<file path="config.mk">
export PLATFORM = sky130hd
export DESIGN_NAME = pwmdw_divider
export DESIGN_NICKNAME = d
export VERILOG_FILES = /design/src/sv/pwm_divider_wrap_calc_unit_macros.svh /design/src/sv/pwmdw_divider.sv
export SDC_FILE = /design/constraint.sdc
export NUM_CORES = 2
export LEC_CHECK = 0
export BUFFER_PORTS_ARGS = -buffer_cell sky130_fd_sc_hd__buf_2
export CAP_MARGIN = 20
export CORE_MARGIN = 2
export CORE_UTILIZATION = 55
export CTS_CLUSTER_SIZE = 8
export DETAILED_ROUTE_END_ITERATION = 10
export PLACE_DENSITY = 0.72
export SKIP_CTS_REPAIR_TIMING = 1
export SLEW_MARGIN = 0
export SYNTH_ARGS = -nofsm -noshare
export SYNTH_HDL_FRONTEND = slang
export SYNTH_SLANG_ARGS = --single-unit
</file>
<file path="constraint.sdc">
create_clock -name i_clk -period 4.5 [get_ports i_clk]
set_input_delay 0.45 -clock i_clk [delete_from_list [all_inputs] [get_ports i_clk]]
set_output_delay 0.45 -clock i_clk [all_outputs]
set_load 0.01 [all_outputs]
</file>
<file path="src/sv/pwm_divider_wrap_calc_unit_macros.svh">
// assertion macros for the pwm divider and wrap calculator
// included by files that check their own logic, no other dependencies
`ifndef PWM_DIVIDER_WRAP_CALC_UNIT_MACROS_SVH
`define PWM_DIVIDER_WRAP_CALC_UNIT_MACROS_SVH
`ifndef NO_ASSERTIONS
`define PWMDW_ASSERT_IMP(lbl, clk, rst_n, ante, cons) \
    lbl: assert property (@(posedge clk) disable iff (!rst_n) (ante) |-> (cons)) \
        else $error("pwmdw check failed");
`define PWMDW_ASSERT_NEXT(lbl, clk, rst_n, ante, cons) \
    lbl: assert property (@(posedge clk) disable iff (!rst_n) (ante) |=> (cons)) \
        else $error("pwmdw check failed");
`else
`define PWMDW_ASSERT_IMP(lbl, clk, rst_n, ante, cons)
`define PWMDW_ASSERT_NEXT(lbl, clk, rst_n, ante, cons)
`endif
`endif

</file>
<file path="src/sv/pwmdw_divider.sv">
// pipelined restoring divider, one quotient bit per stage, with sideband
// no dependencies; caller guarantees num < den << QW
module pwmdw_divider #(
    parameter int W  = 42,
    parameter int QW = 30,
    parameter int SW = 8
) (
    input  logic          i_clk,
    input  logic          i_rst_n,
    input  logic          i_en,
    input  logic          i_valid,
    input  logic [W-1:0]  i_num,
    input  logic [W-1:0]  i_den,
    input  logic [SW-1:0] i_side,
    output logic          o_valid,
    output logic [QW-1:0] o_quo,
    output logic [SW-1:0] o_side
);

    localparam int XW = W + QW;

    logic [W-1:0]  r_rem  [QW+1];
    logic [W-1:0]  r_den  [QW+1];
    logic [QW-1:0] r_quo  [QW+1];
    logic [SW-1:0] r_side [QW+1];
    logic          r_vld  [QW+1];

    always_ff @(posedge i_clk) begin
        if (!i_rst_n) begin
            r_vld[0] <= 1'b0;
        end else if (i_en) begin
            r_vld[0] <= i_valid;
        end
    end

    always_ff @(posedge i_clk) begin
        if (i_en) begin
            r_rem[0]  <= i_num;
            r_den[0]  <= i_den;
            r_quo[0]  <= '0;
            r_side[0] <= i_side;
        end
    end

    for (genvar k = 0; k < QW; k++) begin : g_stage
        localparam int B = QW - 1 - k;
        logic [XW-1:0] shifted;
        logic [XW-1:0] trial;
        logic          ge;
        logic [W-1:0]  n_rem;
        logic [QW-1:0] n_quo;

        always_comb begin
            shifted = XW'(r_den[k]) << B;
            ge      = XW'(r_rem[k]) >= shifted;
            trial   = XW'(r_rem[k]) - shifted;
            n_rem   = ge ? trial[W-1:0] : r_rem[k];
            n_quo   = r_quo[k];
            n_quo[B] = ge;
        end

        always_ff @(posedge i_clk) begin
            if (!i_rst_n) begin
                r_vld[k+1] <= 1'b0;
            end else if (i_en) begin
                r_vld[k+1] <= r_vld[k];
            end
        end

        always_ff @(posedge i_clk) begin
            if (i_en) begin
                r_rem[k+1]  <= n_rem;
                r_den[k+1]  <= r_den[k];
                r_quo[k+1]  <= n_quo;
                r_side[k+1] <= r_side[k];
            end
        end
    end

    assign o_valid = r_vld[QW];
    assign o_quo   = r_quo[QW];
    assign o_side  = r_side[QW];

endmodule

</file>
==> flow_summary.json <==
{
  "number_of_antenna_violations_at_the_first_check_in_global_routing": 10,
  "clk_pin_slew_worst_paths_ps": 50,
  "crit_path_end": "r_rem[12][51]",
  "power.clock.fraction": 0.398,
  "drt_first_iter_violations": 6985,
  "synthesis.area_um2": 151000,
  "num_rows": 192,
  "synth_top_area_share": 0.647,
  "worst_ir_drop_vdd_v": 0.000446,
  "sequential_cell_area_um2": 98000,
  "final_min_period_over_clock_period": 0.985,
  "path_common_cell": "nor4b_1",
  "achievable-frequency_ghz": 0.226,
  "setup_total_negative_slack_ps": 0,
  "cts_sinks": 3264,
  "worstPathArrival_ps": 5050,
  "finalHoldViolations": 0,
  "grt_start_max_net_pins": 162,
  "clock_path_buffers": 4,
  "tritoncts": "built",
  "wirelength_mm": 345,
  "finalMaxSlewViolations": 0,
  "route.detailed.wl_per_inst_um": 22.3,
  "critical_path.slowest_cell": "nor4b_1",
  "nFillCells": 20100,
  "tightestPinTransition_ps": 1140,
  "clkLatencyLatePin_ps": 970,
  "critical_path.reg2reg.endpoint": "r_rem[12][51]",
  "synth.yosys.warnings": 0,
  "yosysMostFrequentCell": "edfxtp_1",
  "period_needed_ps": 4430,
  "cts_h_tree_lvls": 5,
  "reg2reg_start": "r_den[12][0]",
  "netlist_top_cells_count": "edfxtp_1 (3263), inv_1 (1060), ha_1 (825), nand2_1 (653), a21oi_1 (634)",
  "power.static_leakage_nw": 67.1,
  "ios": 135,
  "crit_path_end_kind": "flip-flop",
  "worst-r2r-cell-count": 11,
  "synth_top_flop_cell": "edfxtp_1",
  "vias_per_cell": 5.88,
  "synth-seq-cells": 3264,
  "chipHeight_um": 529,
  "start_util": 0.553,
  "maxCapViolCount": 0,
  "cts-root-buf": "clkbuf_16",
  "floorplan.die.width_um": 529,
  "m1WireLength_mm": 131,
  "rsz0062_at_grt": "no",
  "path_delay_family": "simple AND/OR/NAND/NOR gates",
  "critPathMaxStageDelay_ps": 620,
  "critical_path.cell_chain": "ha_1 > or4b_2 > nor4b_1 > nor4b_1 > buf_4 > nand4_1 > nor3_1 > nor2_1 > a21oi_4 > buf_12 > mux2_2",
  "areaGrowthSynthToFinish_pct": 12.7,
  "p_int_mw": 56.6,
  "switching_share": 0.240,
  "hold_start": "i_num[15]",
  "power.sequential.fraction": 0.494,
  "cp-startpoint": "r_den[12][0]",
  "die_area_um2": 280000,
  "rrSetupSlack_ps": 70,
  "synth.net_count": 12100,
  "post_route_cells_drive_above_1_share": 0.111,
  "dp_worst_setup_slack_ps": 148,
  "post-synth-top-area-cell": "edfxtp_1",
  "routed-wl-met2_mm": 180,
  "multiInputGateArea_um2": 48800,
  "fin_skew_ps": 109,
  "numCtsBuffers": 448,
  "grt_overflow_total": 0,
  "cp_data_required_time_ps": 5120,
  "setup_viol": 0,
  "drcViolationCount": 0,
  "share_of_power_burned_in_combinational_logic": 0.108,
  "synth-edff-count": 3263,
  "synth.area.top_cells": "edfxtp_1 (65%), ha_1 (6.8%), mux2_2 (2.9%)",
  "critical_path.n_buffers_inverters": 2,
  "io_buffer_count": 134,
  "crit_fanout": 33,
  "grt_first_pass_wirelength_mm": 524,
  "total_iterations_of_the_first_detailed_routing_run": 8,
  "ant_nets": 0,
  "grt_pass1_vias": 92000,
  "finalWorstSetupSlack_ps": 67.8,
  "power.density_nw_per_um2": 436,
  "avgSynthCellArea_um2": 13.6,
  "net_switching_power_of_the_design_mw": 17.9,
  "worst-setup-path-type": "flip-flop to flip-flop",
  "dr_total_vias": 90900,
  "maxSlewHeadroom": 0.229,
  "post_synthesis_instance_total": 11200,
  "route.top_layer_used": "met5",
  "hold_class": "primary input to flip-flop",
  "startpoint_class": "flip-flop",
  "synth_async_sr_flop_share": 0,
  "met3_length_mm": 14.5,
  "netlist-cell-type-count": 96,
  "place_congestion": 0.958,
  "finalNetCount": 12800,
  "grt.total_usage": 0.242,
  "worstSetupPathDepth": 11,
  "status": "completed",
  "ys_seq_area_frac": 0.647,
  "core_area_um2": 274000,
  "hpwl_mm": 253
}
==> state kept, by name, summed over array words and instances, names as in the netlist <==
signal	flops
r_side	248
r_quo	465
r_rem	1260
r_den	1260
r_vld	31
==> cell type report <==
type	instances	share of cell area
multi-input combinational	6633	0.286
inverter	1060	0.0233
antenna	4	0.0000586
tap	3589	0.0263
clock inverter	30	0.00419
clock buffer	479	0.0665
timing repair buffer	401	0.0197
sequential	3264	0.574
==> power by group through the flow <==
stage | clock (mW) | combinational, mW | sequential [mW]
detailed placement | 0 | 7.83 | 37.3
global route | 31.6 | 8.90 | 36.9
finish | 29.7 | 8.03 | 36.8
CTS | 30.3 | 7.90 | 36.8
global placement | 0 | 7.62 | 37.3
floorplan | 0 | 5.55 | 36.7
==> cell usage in the layout, fill, tap and decap left out, types with 37 or more instances in the layout <==
cell / instances
xor2_1: 241
o21bai_1: 83
dlygate4sd3_1: 95
nor2b_1: 133
o21ai_0: 600
a21oi_1: 630
and3_1: 109
edfxtp_1: 3263
nor4_1: 191
a21boi_0: 42
or2_2: 37
inv_1: 1060
nand2b_1: 95
nor3_1: 131
a21o_1: 350
o21a_1: 108
nand2_1: 653
mux2_2: 388
nor2_1: 434
buf_4: 136
nand3_1: 170
o31ai_1: 46
buf_2: 134
xnor2_1: 395
a31oi_1: 98
clkbuf_16: 449
mux2i_1: 52
a211oi_1: 58
ha_1: 825
nand4_1: 129
==> cells by family (layout without fill, tap and decap cells) <==
| kind of cell | Yosys count | after routing | synth area share |
|---|---|---|---|
| AOI/OAI and AO/OA | 2379 | 2379 | 0.100 |
| adders and majority gates | 854 | 854 | 0.0720 |
| other | 0 | 4 | 0 |
| DFF | 3264 | 3264 | 0.647 |
| xor gates and xnor gates | 636 | 636 | 0.0368 |
| and+or+nand+nor | 2293 | 2293 | 0.0763 |
| muxes | 471 | 471 | 0.0353 |
| buffers and inverters | 1267 | 1970 | 0.0322 |
==> worst min path at each step <==
stage | endpoint | slack (ps) | depth (start not counted)
after floorplan | r_quo[0][118] | 400 | 0
after global placement | r_quo[2][143] | 400 | 0
after detailed placement | r_quo[0][178] | 400 | 0
after CTS | r_rem[0][18] | -400 | 1
after global routing | r_rem[0][11] | 170 | 2
final | r_rem[0][15] | 190 | 2
==> metal layers <==
layer,vias to the layer above,global-route usage
li1,43100,-
met1,44200,0.278
met2,2655,0.442
met3,895,0.0298
met4,6,0.125
met5,-,0
==> through the flow <==
stage | power (mW) | hold slack, ps | utilization | instance area [um2] | instances
2_1_floorplan | 42.2 | 400 | - | 151000 | 11200
6_report | 74.5 | 193 | 0.623 | 171000 | 15500
4_1_cts | 75.0 | -403 | 0.620 | 170000 | 15400
3_5_place_dp | 45.2 | 405 | 0.576 | 158000 | 14900
5_1_grt | 77.4 | 173 | 0.623 | 171000 | 15500
3_3_place_gp | 44.9 | 400 | 0.576 | 158000 | 14800
(Power assumes the default switching activity.)
